## config.mk

```make
export PLATFORM = sky130hd
export DESIGN_NAME = csv_quote_aware_field_marker_top
export DESIGN_NICKNAME = d
export VERILOG_FILES = /design/src/csvqm_pkg.sv /design/src/csvqm_classify.sv /design/src/csvqm_out_fifo.sv /design/src/csv_quote_aware_field_marker_top.sv
export SDC_FILE = /design/constraint.sdc
export NUM_CORES = 1
export LEC_CHECK = 0
export CELL_PAD_IN_SITES_DETAIL_PLACEMENT = 1
export CELL_PAD_IN_SITES_GLOBAL_PLACEMENT = 2
export CORE_ASPECT_RATIO = 0.7
export CORE_MARGIN = 4
export CORE_UTILIZATION = 45
export DETAILED_ROUTE_END_ITERATION = 10
export DONT_BUFFER_PORTS = 1
export PLACE_DENSITY_LB_ADDON = 0.3
export SLEW_MARGIN = 20
export SYNTH_ARGS = -nofsm -noshare
export SYNTH_HDL_FRONTEND = slang
export SYNTH_HIERARCHICAL = 1
export SYNTH_SLANG_ARGS = --single-unit
export TNS_END_PERCENT = 10
```

## constraint.sdc

```tcl
create_clock -name i_clk -period 3.2 [get_ports i_clk]
set_input_delay 0.64 -clock i_clk [delete_from_list [all_inputs] [get_ports i_clk]]
set_output_delay 0.64 -clock i_clk [all_outputs]
set_load 0.02 [all_outputs]
```

## src/csvqm_pkg.sv

```systemverilog
package csvqm_pkg;

    localparam logic [7:0] CH_LF    = 8'h0A;
    localparam logic [7:0] CH_CR    = 8'h0D;
    localparam logic [7:0] CH_DQ    = 8'h22;
    localparam logic [7:0] CH_COMMA = 8'h2C;

    localparam int OQ_DEPTH = 4;
    localparam int OQ_AW    = $clog2(OQ_DEPTH);
    localparam int OQ_CW    = $clog2(OQ_DEPTH + 1);

    typedef struct packed {
        logic [7:0] byte_out;
        logic       field_data;
        logic       record_separator;
        logic       any_separator;
        logic       last_result;
    } t_result;

    typedef struct packed {
        logic [1:0] count;
        t_result    first;
        t_result    second;
    } t_push;

    localparam t_result END_RESULT = '{
        byte_out:         8'h00,
        field_data:       1'b0,
        record_separator: 1'b1,
        any_separator:    1'b1,
        last_result:      1'b1
    };

endpackage

```

## src/csvqm_classify.sv

```systemverilog
module csvqm_classify (
    input  logic              i_clk,
    input  logic              i_rst_n,
    input  logic              i_accept,
    input  logic [7:0]        i_byte_value,
    input  logic              i_codepoint_mark,
    input  logic              i_end_of_data,
    output csvqm_pkg::t_push  o_push,
    output logic              o_held_valid
);
    import csvqm_pkg::*;

    logic       r_quote_parity;
    logic       r_inside_quotes;
    logic       r_prev_escape;
    logic [7:0] r_held_byte;
    logic       r_held_mark;
    logic       r_held_valid;

    logic       n_quote_parity;
    logic       n_inside_quotes;
    logic       n_prev_escape;
    logic [7:0] n_held_byte;
    logic       n_held_mark;
    logic       n_held_valid;

    logic    is_dq, next_dq, next_lf, odd_q, even_q, escape, escaped;
    logic    start_q, stop_q, quoted, rec, any_sep, crlf, fmt, data;
    t_result held_res;

    // lookahead classification of the held byte against the incoming beat
    always_comb begin
        is_dq   = (r_held_byte == CH_DQ);
        next_dq = !i_end_of_data && (i_byte_value == CH_DQ);
        next_lf = !i_end_of_data && (i_byte_value == CH_LF);
        odd_q   = is_dq && !r_quote_parity;
        even_q  = is_dq && r_quote_parity;
        escape  = even_q && next_dq;
        escaped = is_dq && r_prev_escape;
        start_q = odd_q && !escaped;
        stop_q  = even_q && !escape;
        quoted  = r_inside_quotes || start_q;
        rec     = (r_held_byte == CH_LF) && !quoted;
        any_sep = rec || ((r_held_byte == CH_COMMA) && !quoted);
        crlf    = (r_held_byte == CH_CR) && next_lf;
        fmt     = is_dq && !escaped;
        data    = !(fmt || crlf || rec) && r_held_mark;

        held_res.byte_out         = r_held_byte;
        held_res.field_data       = data;
        held_res.record_separator = rec;
        held_res.any_separator    = any_sep;
        held_res.last_result      = 1'b0;
    end

    always_comb begin
        o_push.first  = r_held_valid ? held_res : END_RESULT;
        o_push.second = END_RESULT;
        o_push.count  = 2'(r_held_valid) + 2'(i_end_of_data);
        if (!i_accept) begin
            o_push.count = 2'd0;
        end
    end

    always_comb begin
        n_quote_parity  = r_quote_parity;
        n_inside_quotes = r_inside_quotes;
        n_prev_escape   = r_prev_escape;
        n_held_byte     = r_held_byte;
        n_held_mark     = r_held_mark;
        n_held_valid    = r_held_valid;
        if (i_accept) begin
            if (r_held_valid) begin
                if (start_q) begin
                    n_inside_quotes = 1'b1;
                end
                if (stop_q) begin
                    n_inside_quotes = 1'b0;
                end
                n_quote_parity = r_quote_parity ^ is_dq;
                n_prev_escape  = escape;
            end
            if (i_end_of_data) begin
                n_quote_parity  = 1'b0;
                n_inside_quotes = 1'b0;
                n_prev_escape   = 1'b0;
                n_held_byte     = 8'h00;
                n_held_mark     = 1'b0;
                n_held_valid    = 1'b0;
            end else begin
                n_held_byte  = i_byte_value;
                n_held_mark  = i_codepoint_mark;
                n_held_valid = 1'b1;
            end
        end
    end

    always_ff @(posedge i_clk) begin
        if (!i_rst_n) begin
            r_quote_parity  <= 1'b0;
            r_inside_quotes <= 1'b0;
            r_prev_escape   <= 1'b0;
            r_held_byte     <= 8'h00;
            r_held_mark     <= 1'b0;
            r_held_valid    <= 1'b0;
        end else begin
            r_quote_parity  <= n_quote_parity;
            r_inside_quotes <= n_inside_quotes;
            r_prev_escape   <= n_prev_escape;
            r_held_byte     <= n_held_byte;
            r_held_mark     <= n_held_mark;
            r_held_valid    <= n_held_valid;
        end
    end

    assign o_held_valid = r_held_valid;

endmodule

```

## src/csvqm_out_fifo.sv

```systemverilog
module csvqm_out_fifo (
    input  logic                           i_clk,
    input  logic                           i_rst_n,
    input  csvqm_pkg::t_push               i_push,
    input  logic                           i_pop,
    output csvqm_pkg::t_result             o_head,
    output logic                           o_not_empty,
    output logic                           o_almost_full,
    output logic [csvqm_pkg::OQ_CW-1:0]    o_count
);
    import csvqm_pkg::*;

    t_result            r_mem [OQ_DEPTH];
    logic [OQ_AW-1:0]   r_wr_ptr;
    logic [OQ_AW-1:0]   r_rd_ptr;
    logic [OQ_CW-1:0]   r_count;

    logic [OQ_AW-1:0]   n_wr_ptr;
    logic [OQ_AW-1:0]   n_rd_ptr;
    logic [OQ_CW-1:0]   n_count;
    logic [OQ_AW-1:0]   wr_ptr_b;

    always_comb begin
        wr_ptr_b = r_wr_ptr + OQ_AW'(1);
        n_wr_ptr = r_wr_ptr + OQ_AW'(i_push.count);
        n_rd_ptr = r_rd_ptr + OQ_AW'(i_pop);
        n_count  = r_count + OQ_CW'(i_push.count) - OQ_CW'(i_pop);
    end

    always_ff @(posedge i_clk) begin
        if (i_push.count != 2'd0) begin
            r_mem[r_wr_ptr] <= i_push.first;
        end
        if (i_push.count == 2'd2) begin
            r_mem[wr_ptr_b] <= i_push.second;
        end
    end

    always_ff @(posedge i_clk) begin
        if (!i_rst_n) begin
            r_wr_ptr <= '0;
            r_rd_ptr <= '0;
            r_count  <= '0;
        end else begin
            r_wr_ptr <= n_wr_ptr;
            r_rd_ptr <= n_rd_ptr;
            r_count  <= n_count;
        end
    end

    // room for two results must be left for an end beat
    assign o_head        = r_mem[r_rd_ptr];
    assign o_not_empty   = (r_count != '0);
    assign o_almost_full = (r_count > OQ_CW'(OQ_DEPTH - 2));
    assign o_count       = r_count;

endmodule

```

## src/csv_quote_aware_field_marker_top.sv

```systemverilog
// channel | valid   | stall   | fields
// in      | i_valid | o_stall | i_byte_value, i_codepoint_mark, i_end_of_data
// out     | o_valid | i_stall | o_byte_out, o_field_data, o_record_separator,
//         |         |         | o_any_separator, o_last_result
//
// one input beat per cycle while o_stall is low; a byte's result is produced when the next beat arrives
// an end beat pushes up to two results into a four-entry output queue
// o_stall rises when the queue holds more than two results
// reset clears the quote state, the held byte and the queue
module csv_quote_aware_field_marker_top (
    input  logic       i_clk,
    input  logic       i_rst_n,
    input  logic       i_valid,
    output logic       o_stall,
    input  logic [7:0] i_byte_value,
    input  logic       i_codepoint_mark,
    input  logic       i_end_of_data,
    output logic       o_valid,
    input  logic       i_stall,
    output logic [7:0] o_byte_out,
    output logic       o_field_data,
    output logic       o_record_separator,
    output logic       o_any_separator,
    output logic       o_last_result
);
    import csvqm_pkg::*;

    logic             in_accept;
    logic             out_pop;
    logic             held_valid;
    logic             almost_full;
    logic [OQ_CW-1:0] q_count;
    t_push            push;
    t_result          head;

    assign in_accept = i_valid && !o_stall;
    assign out_pop   = o_valid && !i_stall;

    csvqm_classify u_classify (
        .i_clk            (i_clk),
        .i_rst_n          (i_rst_n),
        .i_accept         (in_accept),
        .i_byte_value     (i_byte_value),
        .i_codepoint_mark (i_codepoint_mark),
        .i_end_of_data    (i_end_of_data),
        .o_push           (push),
        .o_held_valid     (held_valid)
    );

    csvqm_out_fifo u_out_fifo (
        .i_clk         (i_clk),
        .i_rst_n       (i_rst_n),
        .i_push        (push),
        .i_pop         (out_pop),
        .o_head        (head),
        .o_not_empty   (o_valid),
        .o_almost_full (almost_full),
        .o_count       (q_count)
    );

    assign o_stall            = almost_full;
    assign o_byte_out         = head.byte_out;
    assign o_field_data       = head.field_data;
    assign o_record_separator = head.record_separator;
    assign o_any_separator    = head.any_separator;
    assign o_last_result      = head.last_result;

`ifndef SYNTHESIS
    a_end_clears_hold: assert property (@(posedge i_clk) disable iff (!i_rst_n)
        in_accept && i_end_of_data |=> !held_valid)
        else $error("held byte survived an end beat");

    a_byte_sets_hold: assert property (@(posedge i_clk) disable iff (!i_rst_n)
        in_accept && !i_end_of_data |=> held_valid)
        else $error("byte beat not held for lookahead");

    a_end_result_shape: assert property (@(posedge i_clk) disable iff (!i_rst_n)
        o_valid && o_last_result |->
            o_record_separator && o_any_separator && !o_field_data && o_byte_out == 8'h00)
        else $error("malformed end result");

    a_queue_bound: assert property (@(posedge i_clk) disable iff (!i_rst_n)
        q_count <= OQ_CW'(OQ_DEPTH))
        else $error("output queue overflow");
`endif

endmodule

```

# [After elaboration in Yosys (flattened, before gate mapping)]
# Memories as Yosys holds them, arrays and structs flattened. A register that Yosys moved wholly into a read port is not among the register bits.
# Index checks and enable logic that the tools add are counted.
[word_totals] word_cells=76 ram_bits=48 out_inout_bits=14 regBits=20 in_bits=14 memories=1 romBits=0 latch_bits=0
[memory_table] memory="u_out_fifo.r_mem" depth=4 width=12 read_ports=1 rd_ports_with_merged_regs=1 wr=2 line="csvqm_out_fifo.sv:13" rtl="t_result r_mem [OQ_DEPTH];"
[op_classes] reduce_logical=33 n_bitwise=1 mul=0 n_mux=18 eq_ne=7 n_div=0 magnitude_cmp=1 shifts=0 add_sub_neg=6
[op_table] cell="equality test 8 x 4 -> 1 bit, second input constant" count=3
[op_table] cell="equality test 8 x 6 -> 1 bit, second input constant" count=3
[op_table] cell="logical AND 1 bit" count=15
[op_table] cell="2-to-1 mux 1 bit" count=14
[op_table] cell="2-to-1 mux 12 bit" count=1
[op_table] cell="zero test 1 bit" count=8
[op_table] cell="2-to-1 mux 8 bit" count=1
[op_table] cell="nonzero test 3 bit" count=2
[op_table] cell="logical OR 1 bit" count=4
[op_table] cell="2-to-1 mux 2 bit" count=2
[op_table] cell="nonzero test 2 bit" count=2
[op_table] cell="adder 3 x 2 -> 3 bit" count=1
[op_table] cell="> comparator 3 x 2 -> 1 bit, second input constant" count=1
[op_table] cell="AND reduction 3 bit" count=1
[op_table] cell="subtractor 3 x 1 -> 3 bit" count=1
[op_table] cell="adder 1 x 1 -> 2 bit" count=1
[op_table] cell="adder 2 x 1 -> 2 bit" count=1
[op_table] cell="adder 2 x 1 -> 2 bit, second input constant" count=1
[op_table] cell="adder 2 bit" count=1
[op_table] cell="equality test 2 bit, second input constant" count=1
[op_table] cell="AND reduction 2 bit" count=1
[op_table] cell="XOR 1 bit" count=1

# [Logic depth before layout (Yosys ltp)]
[depth] depth_word=11 depth_mapped=10 depth_no_buf=9

# [Cells and area by module]
# Netlist, hierarchy kept.
[by_module_without_submodules] mod="csvqm_out_fifo" area_each_um2=2859.0 instances=1 cells_each=157
[by_module_without_submodules] mod="csvqm_classify" area_each_um2=908.4 instances=1 cells_each=106
[by_module_without_submodules] mod="csv_quote_aware_field_marker_top" area_each_um2=27.5 instances=1 cells_each=2

# [Worst setup path before layout]
# No wires, ideal clock.
[synth_path] path_type="in2reg" start="in i_valid" end="mem u_out_fifo/r_mem[0][0] (netlist bit) (enable)" setup_ns=0.400 slack_ns=0.403 arrival_ns=2.397 stages=5 path_buffers=1 cell_sequence="nor2b_4 clkbuf_1 and2_1 nor2_1 o31ai_1"
[synth_rtl] element="from (decl)" line="csv_quote_aware_field_marker_top.sv:13" rtl="input logic i_valid,"
[synth_rtl] element="to (decl)" line="csvqm_out_fifo.sv:13"

==> metrics <==
sequential area share after synthesis=0.4853; routed wire length=8279 um; Met3 Wirelength=416 um; cell family with the largest share of critical-path delay=simple AND/OR/NAND/NOR gates; die width=117.8 um; number of buffers created by CTS=9; clock period minus worst slack=2.662 ns; async set or reset register ratio after synthesis=0; Slew HR=0.4712; worst reg2reg path depth=5; last element of the critical path=u_out_fifo/r_mem[2][9]; via count=2101; Rows=27; CP endpoint kind=register; GRT Total Usage=0.1811; count of different cell masters after synthesis=54; Metal-1 WL=4159 um; clock root buffer=clkbuf_16; flop-to-flop setup slack=0.54 ns; first-pass GRT wire length=13520 um; RSZ-0062 raised after global routing=false; vias in the first global route=2277; FF+latch count, synth=68; Yosys warning total=6; CP Data Arrival Time=2.63 ns; share of post-route cells with drive strength above 1=0.3370; clk sinks=68; Yosys top cell area share=0.3798; GRT overflow=0; Final Util=0.5159; Die Y=84.83 um; critical path peak fanout=13; Critical-path top delay cell=and4bb_4; filler cell count=802; largest net degree at the start of global routing=21; initial drt markers=91; cts hold-fix bufs=0; f_max=375.7 MHz; number of detailed-route iterations in the first pass=4; final hold vios=0; worst slew pin tran=0.7921 ns; synthesized area=3795 sq um; dpl hpwl=5829 um; input/output buffers=0; CTS H-tree lvls=3; setup TNS=0 ns; Final GP Congestion=0.7785; commonest non-fill, non-tap cell in the layout=edfxtp_1; Final Slew Violations=0; setup violators final=0; post-CTS setup buffer count=0; flip-flop and latch area=1842 sq um; metal2 WL=3592 um; worst-path cell chain=inv_1 > ha_1 > and2_1 > and4bb_4 > a21o_1; die footprint=9990 sq um; Most used DFF post-synth=edfxtp_1; final period utilization=0.8318; total chip power=2.838 mW; n_diodes=0; Crit. path cell count=5; Avg Inst Size Synth=14.32 sq um; TritonCTS clock tree=yes; critical path data required time=3.17 ns; EDFF count, synth=48; vias per inst=5.618; Initial Util=0.4720; largest area contributor in the netlist=edfxtp_1; Syn Inst Count=265; Antenna Nets Post-Route=0; clk slew on worst S/H paths=0.06 ns; FF-to-FF Start=u_classify/o_held_valid; Fin Clk Skew=0.005539 ns; Hold Crit Class=primary input to register; Crit Path Class=register to register; reg-to-reg endpoint=u_out_fifo/r_mem[2][9]; number of gates resized after CTS=0; Critical Path Max Stage Delay=0.58 ns; area of the multi-input gates=1790 sq um; PwrDens=684.3 nW/um^2; MaxCap Viol Count=0; critical path startpoint category=register; P_leak=1.536 nW; Worst Path Buf+Inv=1; Layout area overhead=9.298%; Final #Nets=292; deepest clock path buffer count=2; Max VDD drop=0.0003452 V; Max Used Layer=met4; Crit. Startpoint=u_classify/o_held_valid; initial antenna violation count=0; most frequent cells in the layout=48 x edfxtp_1, 28 x mux2_2, 20 x dfxtp_1; worst skew pair latency=0.33 ns; IO Count=28; drt wl/cell=22.14 um; core region area=8040 sq um; run status=finished, final reports clean; Synth area leaders=edfxtp_1 38%, dfxtp_1 11%, mux2_2 8.3%, mux2_4 7.5%, mux4_2 7.1%; Remaining DRCs=0
[metal layers]
layer	vias to the layer above	GRT usage
met2	40	0.2638
met5	-	0
met1	1062	0.2597
li1	988	-
met3	11	0.05197
met4	0	0.06277
[final cells by class]
class | instances | share of cell area
clock buffers | 14 | 0.07119
clock inverters | 2 | 0.003620
inverters | 11 | 0.009955
multi-input cells | 173 | 0.4317
flip-flops and latches | 68 | 0.4440
well taps | 101 | 0.03047
repair buffers | 5 | 0.009050
[power by group]
group	switching (mW)	total (mW)	internal (mW)
registers	0.0906	1.14	1.05
clock network	0.367	1.00	0.635
logic	0.376	0.694	0.318
total	0.834	2.84	2.00
[worst register-to-register path, delay by kind of cell (launching register included)]
family | cells | cell delay (ns)
and+or+nand+nor | 2 | 0.86
DFF | 1 | 0.51
adders and majority gates | 1 | 0.31
AOI/OAI and AO/OA | 1 | 0.45
buffers and inverters | 1 | 0.17
[how the worst min path moves through the flow]
stage	start	end	slack, ns	cells past startpoint
floorplan	u_classify/r_inside_quotes	u_classify/r_inside_quotes	0.46	2
global route	i_rst_n	u_out_fifo/r_rd_ptr[1]	0.41	1
finish	i_rst_n	u_out_fifo/o_count[2]	0.43	1
global placement	u_classify/r_prev_escape	u_classify/r_prev_escape	0.50	2
CTS	i_rst_n	u_out_fifo/r_rd_ptr[1]	0.42	1
detailed placement	u_classify/r_inside_quotes	u_classify/r_inside_quotes	0.51	2
[per-stage QoR]
stage               area, sq um  hold slack [ns]  instances  worst slack (ns)
detailed placement         3837           0.5090        358            0.5109
floorplan                  3832           0.4634        275            0.4028
CTS                        4148           0.4182        374            0.4956
finish                     4148           0.4315        374            0.5382
global placement           3837           0.5001        358            0.5526
global route               4148           0.4141        374            0.3127
[registers in the layout, summed over array words and instances (netlist names)]
name                        cells
u_classify/o_held_valid         1
u_classify/r_held_byte          8
u_classify/r_held_mark          1
u_classify/r_inside_quotes      1
u_classify/r_prev_escape        1
u_classify/r_quote_parity       1
u_out_fifo/o_count              3
u_out_fifo/r_mem               48
u_out_fifo/r_rd_ptr             2
u_out_fifo/r_wr_ptr             2
[synthesized netlist by cell type (all sizes together) (3+ instances only)]
cell type	n
a21boi	3
a22oi	7
and2	16
buf	20
clkbuf	3
dfxtp	20
edfxtp	48
ha	9
inv	10
mux2	48
mux4	12
nand2	3
nand3	3
nor2	4
nor2b	16
o41ai	3
or3	3
[cells by family after synthesis]
group | after synthesis | share of synthesized area
flip-flops | 68 | 0.4853
adder cells (fa/ha/maj) | 10 | 0.03495
buffers and inverters | 34 | 0.05407
multiplexers | 62 | 0.2377
other | 2 | 0.001979
XOR/XNOR | 3 | 0.01418
AO/OA/AOI/OAI | 24 | 0.05341
AND/OR/NAND/NOR | 62 | 0.1184
No activity file was read; power rests on OpenSTA's default activity.
